`src/hw/rtl/hs_pkg.sv`:
```
// ----------------------------------------------------------------------------
// hs_pkg
// Shared sizes and types of the heapsort engine: store geometry, the store
// access request and the result handed from the sequencer to the output stage.
// ----------------------------------------------------------------------------
package hs_pkg;

  localparam int MAX_ITEMS = 64;
  localparam int ADDR_W    = (MAX_ITEMS > 1) ? $clog2(MAX_ITEMS) : 1;
  localparam int CNT_W     = $clog2(MAX_ITEMS + 1);
  localparam int IDX_W     = CNT_W + 1;

  typedef logic signed [31:0] elem_t;

  typedef struct packed {
    logic              we;
    logic [ADDR_W-1:0] waddr;
    elem_t             wdata;
    logic              re;
    logic [ADDR_W-1:0] raddr;
  } mem_req_t;

  typedef struct packed {
    logic  valid;
    elem_t value;
    logic  eos;
    logic  ovf;
  } emit_t;

endpackage

```
`src/hw/rtl/heapsort_engine.sv`:
```
// Loading accepts transactions while the sequencer is idle; after the last-marked
// one the set is heapified and sorted in place, paced by the store's separate
// read and write ports and the one shared comparator; results then leave one
// by one from the store. The engine sorts one set at a time.
// Reset clears the sequencer, fill count, drop flag, output valid and the
// descending bit; store contents stay undefined until written.
// ----------------------------------------------------------------------------
// heapsort_engine
// Collects a set of signed elements, heapsorts it in place and streams the
// sorted set out with an end-of-set mark and an overflow flag.
// ----------------------------------------------------------------------------
module heapsort_engine
  import hs_pkg::*;
(
  input  logic        clk,
  input  logic        rst,
  input  logic        cfg_wen,
  input  logic        cfg_wdata,
  input  logic        item_valid,
  output logic        item_ready,
  input  logic signed [31:0] value,
  input  logic        last,
  output logic        result_valid,
  input  logic        result_ready,
  output logic signed [31:0] sorted_value,
  output logic        end_of_set,
  output logic        overflow
);

  logic     descending;
  mem_req_t mem_req;
  elem_t    mem_rdata;
  emit_t    emit;
  logic     emit_ready;

  always_ff @(posedge clk) begin
    if (rst) begin
      descending <= 1'b0;
    end else if (cfg_wen) begin
      descending <= cfg_wdata;
    end
  end

  hs_store u_store (
    .clk   (clk),
    .req   (mem_req),
    .rdata (mem_rdata)
  );

  hs_seq u_seq (
    .clk        (clk),
    .rst        (rst),
    .item_valid (item_valid),
    .item_ready (item_ready),
    .value      (value),
    .last       (last),
    .descending (descending),
    .mem_req    (mem_req),
    .mem_rdata  (mem_rdata),
    .emit       (emit),
    .emit_ready (emit_ready)
  );

  // output register frees the sequencer from the consumer
  assign emit_ready = !result_valid || result_ready;

  always_ff @(posedge clk) begin
    if (rst) begin
      result_valid <= 1'b0;
    end else if (emit_ready) begin
      result_valid <= emit.valid;
    end
  end

  always_ff @(posedge clk) begin
    if (emit_ready && emit.valid) begin
      sorted_value <= emit.value;
      end_of_set   <= emit.eos;
      overflow     <= emit.ovf;
    end
  end

  a_no_emit_when_loading: assert property (@(posedge clk) disable iff (rst)
    !(item_ready && emit.valid))
    else $error("sequencer offers a result while taking input");

  a_idle_after_last: assert property (@(posedge clk) disable iff (rst)
    (emit.valid && emit.eos && emit_ready) |=> item_ready)
    else $error("sequencer not idle after the last result of a set");

  a_result_loaded: assert property (@(posedge clk) disable iff (rst)
    (emit.valid && emit_ready) |=> (result_valid && sorted_value == $past(emit.value)))
    else $error("result register missed a sorted element");

endmodule

```
`src/hw/rtl/hs_cmp.sv`:
```
// ----------------------------------------------------------------------------
// hs_cmp
// Shared ordering comparator: tells whether element a sits above element b.
// ----------------------------------------------------------------------------
module hs_cmp
  import hs_pkg::*;
(
  input  elem_t a,
  input  elem_t b,
  input  logic  descending,
  output logic  a_higher
);

  // max-heap for ascending output, min-heap for descending output
  assign a_higher = descending ? (a < b) : (a > b);

endmodule

```
`src/hw/rtl/hs_store.sv`:
```
// ----------------------------------------------------------------------------
// hs_store
// Element store: one write port and one registered read port.
// ----------------------------------------------------------------------------
module hs_store
  import hs_pkg::*;
(
  input  logic     clk,
  input  mem_req_t req,
  output elem_t    rdata
);

  elem_t mem [MAX_ITEMS];

  always_ff @(posedge clk) begin
    if (req.we) begin
      mem[req.waddr] <= req.wdata;
    end
    if (req.re) begin
      rdata <= mem[req.raddr];
    end
  end

endmodule

```
`src/hw/rtl/hs_seq.sv`:
```
// ----------------------------------------------------------------------------
// hs_seq
// Heapsort sequencer: loads the set, builds the heap, extracts the root
// repeatedly with a hole-based sift-down and reads the sorted set out.
// ----------------------------------------------------------------------------
module hs_seq
  import hs_pkg::*;
(
  input  logic     clk,
  input  logic     rst,
  input  logic     item_valid,
  output logic     item_ready,
  input  elem_t    value,
  input  logic     last,
  input  logic     descending,
  output mem_req_t mem_req,
  input  elem_t    mem_rdata,
  output emit_t    emit,
  input  logic     emit_ready
);

  typedef enum logic [11:0] {
    S_IDLE    = 12'b0000_0000_0001,
    S_BUILD   = 12'b0000_0000_0010,
    S_GETCUR  = 12'b0000_0000_0100,
    S_CHILD   = 12'b0000_0000_1000,
    S_RDL     = 12'b0000_0001_0000,
    S_CMP     = 12'b0000_0010_0000,
    S_SIFTEND = 12'b0000_0100_0000,
    S_EXT0    = 12'b0000_1000_0000,
    S_EXT1    = 12'b0001_0000_0000,
    S_EXT2    = 12'b0010_0000_0000,
    S_EMIT_RD = 12'b0100_0000_0000,
    S_EMIT    = 12'b1000_0000_0000
  } state_t;

  state_t            state;
  logic [CNT_W-1:0]  fill;
  logic              dropped;
  logic              desc_q;
  logic              phase_ext;
  logic [ADDR_W-1:0] idx;
  logic [ADDR_W-1:0] node;
  logic [CNT_W-1:0]  size;
  logic [ADDR_W-1:0] k;
  elem_t             cur;
  elem_t             best_val;
  logic              best_left;

  logic [IDX_W-1:0]  left;
  logic [IDX_W-1:0]  right;
  logic              has_left;
  logic              has_right;
  logic              full;
  logic [CNT_W-1:0]  n_load;
  logic              accept;
  logic              last_out;
  elem_t             cmp_b;
  logic              higher;

  assign left      = IDX_W'({node, 1'b1});
  assign right     = left + 1'b1;
  assign has_left  = left < IDX_W'(size);
  assign has_right = right < IDX_W'(size);
  assign full      = (fill == CNT_W'(MAX_ITEMS));
  assign n_load    = full ? fill : fill + 1'b1;
  assign item_ready = (state == S_IDLE);
  assign accept    = item_valid && item_ready;
  assign last_out  = ((CNT_W'(k) + 1'b1) == fill);

  // one comparator serves both child checks of a sift step
  assign cmp_b = (state == S_CMP) ? best_val : cur;

  hs_cmp u_cmp (
    .a          (mem_rdata),
    .b          (cmp_b),
    .descending (desc_q),
    .a_higher   (higher)
  );

  always_comb begin
    mem_req = '0;
    emit    = '0;
    unique case (state)
      S_IDLE: begin
        mem_req.we    = accept && !full;
        mem_req.waddr = fill[ADDR_W-1:0];
        mem_req.wdata = value;
      end
      S_BUILD: begin
        mem_req.re    = 1'b1;
        mem_req.raddr = idx;
      end
      S_GETCUR: begin
      end
      S_CHILD: begin
        mem_req.we    = !has_left;
        mem_req.waddr = node;
        mem_req.wdata = cur;
        mem_req.re    = has_left;
        mem_req.raddr = left[ADDR_W-1:0];
      end
      S_RDL: begin
        mem_req.re    = has_right;
        mem_req.raddr = right[ADDR_W-1:0];
      end
      S_CMP: begin
        mem_req.we    = 1'b1;
        mem_req.waddr = node;
        if (has_right && higher) begin
          mem_req.wdata = mem_rdata;
        end else if (best_left) begin
          mem_req.wdata = best_val;
        end else begin
          mem_req.wdata = cur;
        end
      end
      S_SIFTEND: begin
      end
      S_EXT0: begin
        mem_req.re    = 1'b1;
        mem_req.raddr = idx;
      end
      S_EXT1: begin
        mem_req.re    = 1'b1;
        mem_req.raddr = '0;
      end
      S_EXT2: begin
        // old root goes to the end of the shrinking heap
        mem_req.we    = 1'b1;
        mem_req.waddr = idx;
        mem_req.wdata = mem_rdata;
      end
      S_EMIT_RD: begin
        mem_req.re    = 1'b1;
        mem_req.raddr = k;
      end
      S_EMIT: begin
        emit.valid = 1'b1;
        emit.value = mem_rdata;
        emit.eos   = last_out;
        emit.ovf   = dropped;
      end
      default: begin
      end
    endcase
  end

  always_ff @(posedge clk) begin
    if (rst) begin
      state     <= S_IDLE;
      fill      <= '0;
      dropped   <= 1'b0;
      phase_ext <= 1'b0;
    end else begin
      unique case (state)
        S_IDLE: begin
          if (accept) begin
            fill <= n_load;
            if (full) begin
              dropped <= 1'b1;
            end
            if (last) begin
              desc_q    <= descending;
              phase_ext <= 1'b0;
              k         <= '0;
              idx       <= ADDR_W'((n_load - CNT_W'(2)) >> 1);
              if (n_load < CNT_W'(2)) begin
                state <= S_EMIT_RD;
              end else begin
                state <= S_BUILD;
              end
            end
          end
        end
        S_BUILD: begin
          node  <= idx;
          size  <= fill;
          state <= S_GETCUR;
        end
        S_GETCUR: begin
          cur   <= mem_rdata;
          state <= S_CHILD;
        end
        S_CHILD: begin
          state <= has_left ? S_RDL : S_SIFTEND;
        end
        S_RDL: begin
          best_left <= higher;
          best_val  <= higher ? mem_rdata : cur;
          state     <= S_CMP;
        end
        S_CMP: begin
          if (has_right && higher) begin
            node  <= right[ADDR_W-1:0];
            state <= S_CHILD;
          end else if (best_left) begin
            node  <= left[ADDR_W-1:0];
            state <= S_CHILD;
          end else begin
            state <= S_SIFTEND;
          end
        end
        S_SIFTEND: begin
          if (!phase_ext) begin
            if (idx == '0) begin
              phase_ext <= 1'b1;
              idx       <= ADDR_W'(fill - 1'b1);
              state     <= S_EXT0;
            end else begin
              idx   <= idx - 1'b1;
              state <= S_BUILD;
            end
          end else if (idx == ADDR_W'(1)) begin
            k     <= '0;
            state <= S_EMIT_RD;
          end else begin
            idx   <= idx - 1'b1;
            state <= S_EXT0;
          end
        end
        S_EXT0: begin
          state <= S_EXT1;
        end
        S_EXT1: begin
          cur   <= mem_rdata;
          state <= S_EXT2;
        end
        S_EXT2: begin
          node  <= '0;
          size  <= CNT_W'(idx);
          state <= S_CHILD;
        end
        S_EMIT_RD: begin
          state <= S_EMIT;
        end
        S_EMIT: begin
          if (emit_ready) begin
            if (last_out) begin
              fill    <= '0;
              dropped <= 1'b0;
              state   <= S_IDLE;
            end else begin
              k     <= k + 1'b1;
              state <= S_EMIT_RD;
            end
          end
        end
        default: begin
          state <= S_IDLE;
        end
      endcase
    end
  end

endmodule

```
`config.mk`:
```
export PLATFORM = sky130hd
export DESIGN_NAME = heapsort_engine
export DESIGN_NICKNAME = d
export VERILOG_FILES = /design/src/hw/rtl/hs_pkg.sv /design/src/hw/rtl/heapsort_engine.sv /design/src/hw/rtl/hs_cmp.sv /design/src/hw/rtl/hs_store.sv /design/src/hw/rtl/hs_seq.sv
export SDC_FILE = /design/constraint.sdc
export NUM_CORES = 2
export LEC_CHECK = 0
export ABC_AREA = 1
export BUFFER_PORTS_ARGS = -buffer_cell sky130_fd_sc_hd__buf_2
export CORE_MARGIN = 2
export CORE_UTILIZATION = 30
export DETAILED_ROUTE_END_ITERATION = 10
export GPL_TIMING_DRIVEN = 1
export PLACE_DENSITY_LB_ADDON = 0.2
export SYNTH_ARGS = -nofsm -noshare
export SYNTH_HDL_FRONTEND = slang
export SYNTH_SLANG_ARGS = --single-unit
```
`constraint.sdc`:
```
create_clock -name clk -period 5.8 [get_ports clk]
set_input_delay 0.58 -clock clk [delete_from_list [all_inputs] [get_ports clk]]
set_output_delay 0.58 -clock clk [all_outputs]
set_load 0.1 [all_outputs]
```
==> metrics.md <==
| Metric | Value |
|---|---|
| Sum of negative setup slack | `0 ns` |
| Vias in the first global route | `a little under 70,000` |
| First-pass GRT wire length | `497.0 mm` |
| Worst-Skew Late Latency | `0.92 ns` |
| Post-Syn Area per Cell | `approximately 11 µm²` |
| Post-cts sizing count | `0` |
| Crit path DAT | `~5.3 ns` |
| Reg-to-Reg Start | `u_seq.state[0]` |
| Worst setup path start | `u_seq.state[0]` |
| Clock tree buffer depth | `4` |
| # clock sinks | `2,228` |
| Number of setup buffers added after CTS | `0` |
| CTS buffer count | `roughly 240` |
| DP Worst Slack | `1.035 ns` |
| Pin count of the biggest net entering global routing | `141` |
| Pleak | `43.39 nW` |
| Slew margin rel. | `0.1409` |
| Initial DRC Count | `7,339` |
| RSZ-0062 raised after global routing | `no` |
| Vias | `roughly 70,000` |
| Cell count after synthesis | `around 9,000` |
| Share of layout cells above drive strength 1 | `0.08536` |
| Synth cell types | `46` |
| Final Max Slew Viols | `0` |
| CTS tree | `done` |
| Worst Hold Class | `in -> reg` |
| Top-Level Pins | `75` |
| Register area share after synthesis | `0.6699` |
| Pwr Density | `380.3 nW/µm²` |
| Crit Path Max Fanout | `64` |
| Vias per cell | `5.101` |
| Worst Setup Start Kind | `flop` |
| Drt first pass iters | `6` |
| Cell Area, Synth | `99,540 µm²` |
| Fillers | `32,628` |
| CP Capture Type | `flop` |
| Async S/R FF share, synth | `0` |
| CP required | `~6.4 ns` |
| Status | `complete, no violations` |
| Grt total ovfl | `0` |
| Clk_skew | `about 0.056 ns` |
| CTS clk-pin slew, worst paths | `0.06 ns` |
| PortBufs | `74` |
| Synthesis-stage register bit count | `2,228` |
| Site Rows | `211` |
| Commonest non-fill, non-tap cell in the layout | `edfxtp_1` |
| Yosys warning total | `0` |
| Post-synth EDFFs | `2,205` |
| GRT Util Overall | `0.1997` |
| Syn-to-layout area delta | `14.98%` |
| Width of the die | `580.0 µm` |
| Crit path kind | `reg -> reg` |
| Most frequent cells in the layout | `2,205 x edfxtp_1, 2,003 x nand3_1, 1,939 x nand2_1, 1,216 x inv_1, 626 x nand3b_1` |
| Syn nets | `between 9,000 and 10,000` |
| DRC viols | `0` |
| Hold Vio Cnt, Final | `0` |
| # setup viols final | `0` |
| Die H | `about 580 µm` |
| Hold_buf cts | `3` |
| Initial antenna violation count | `9` |
| Root Driver | `clkbuf_16` |
| Routed len/inst | `25.13 µm` |
| Least-Margin Pin Slew | `between 1 and 1.5 ns` |
| Placer Congestion | `0.8632` |
| F_max | `0.2113 GHz` |
| Main synth FF type | `edfxtp_1` |
| DPL Wire Length | `188.9 mm` |
| Final setup margin | `about 1.1 ns` |
| Routed WL | `346.3 mm` |
| Htree depth | `4` |
| Die Area | `336,400 µm²` |
| Max cap viols | `0` |
| Detail Route Antenna Nets | `0` |
| Peak supply drop | `approximately 0.28 mV` |
| Nets@finish | `9,306` |
| Final worst path period need | `roughly 4.7 ns` |
| Initial Util | `0.3014` |
| Tcrit/Tclk final | `0.8159` |
| Min-delay src | `last` |
| Std-Cell Core Area | `330,300 µm²` |
[routing by layer]
layer	global-route usage	routed length [µm]
met3	0.02894	23020
met5	0	0
met2	0.3225	160300
met4	0.05546	9028
met1	0.2788	153900
[report_power, final]
group	switching [mW]	total, mW	internal, mW
registers	0.156	20.5	20.4
logic	6.06	7.80	1.74
clock network	6.55	15.2	8.65
total	12.8	43.5	30.8
[worst max-delay path, cell delays in order (launching register included)]
cell and delay, ns:
dfxtp_1 0.32, nor2_1 0.19, nand2_2 0.15, nor2_4 0.18, and2_2 0.19, inv_2 0.21, nand2_1 0.12, o21ai_0 0.09
ha_1 0.38, nand2_1 0.09, nor2_1 0.17, nand4_1 0.12, nor3b_1 0.34, nand2_1 0.16, nand2_1 0.10, nand2_1 0.06
nand3_1 0.10, nand3_1 0.17, nor2_2 0.17, buf_12 0.26, nand2_1 0.10, nand3_2 0.08, buf_4 0.56
[synth_stat cells (23+ instances only)]
cell type | instances | share of area
a21oi_1 | 56 | 0.0028
buf_1 | 106 | 0.0040
buf_2 | 245 | 0.012
buf_6 | 35 | 0.0040
clkbuf_1 | 182 | 0.0069
dfxtp_1 | 23 | 0.0046
edfxtp_1 | 2205 | 0.67
ha_1 | 52 | 0.0065
inv_1 | 1217 | 0.046
nand2_1 | 1940 | 0.073
nand3_1 | 2037 | 0.10
nand3b_1 | 626 | 0.047
nor2_1 | 195 | 0.0074
o21ai_0 | 127 | 0.0064
[cells by family after synthesis]
| logic type | Yosys count | synth area share |
|---|---|---|
| buffers and inverters | 1797 | 0.07379 |
| AO/OA/AOI/OAI | 243 | 0.01379 |
| AND/OR/NAND/NOR | 4862 | 0.2346 |
| XOR/XNOR | 16 | 0.001408 |
| flip-flops | 2228 | 0.6699 |
| adder cells (fa/ha/maj) | 52 | 0.006537 |
[worst paths after layout]
kind / cells after the start / to / slack [ns]
setup / recovery: 22 / u_store.mem[41][31] / 1.07
hold / removal: 3 / u_seq.desc_q / 0.14
setup reg to reg: 22 / u_store.mem[41][31] / 1.07
hold reg to reg: 2 / u_seq.dropped / 0.46
[metrics by stage]
stage	hold slack [ns]	cells	total power [mW]	area, µm²	util
after global placement	0.4471	13333	28.65	106800	0.3234
after detailed placement	0.4373	13333	28.73	106800	0.3234
after CTS	0.06241	13773	43.88	114400	0.3465
final	0.1378	13780	43.53	114400	0.3465
after global routing	0.1062	13774	45.04	114400	0.3465
after floorplan	0.4030	9198	24.95	99540	-
[flip-flops by register name, summed over array words and instances (netlist names), 7 cells and up]
| name | flops |
|---|---|
| u_seq.cur | 32 |
| u_seq.state | 12 |
| u_seq.fill | 7 |
| u_store.rdata | 32 |
| u_seq.best_val | 32 |
| u_store.mem | 2048 |
| sorted_value | 32 |
| u_seq.size | 7 |
[final cells by class]
type                    count  area, µm²  share of cell area
clock inverters           144       1264             0.01104
clock buffers             293       6332             0.05533
flip-flops and latches   2228      66670              0.5826
diodes                      7      17.52           0.0001531
well taps                4366       5463             0.04773
multi-input cells        5173      26270              0.2296
repair buffers            348       3824             0.03341
inverters                1221       4599             0.04019
No activity file was read; power rests on OpenSTA's default activity.
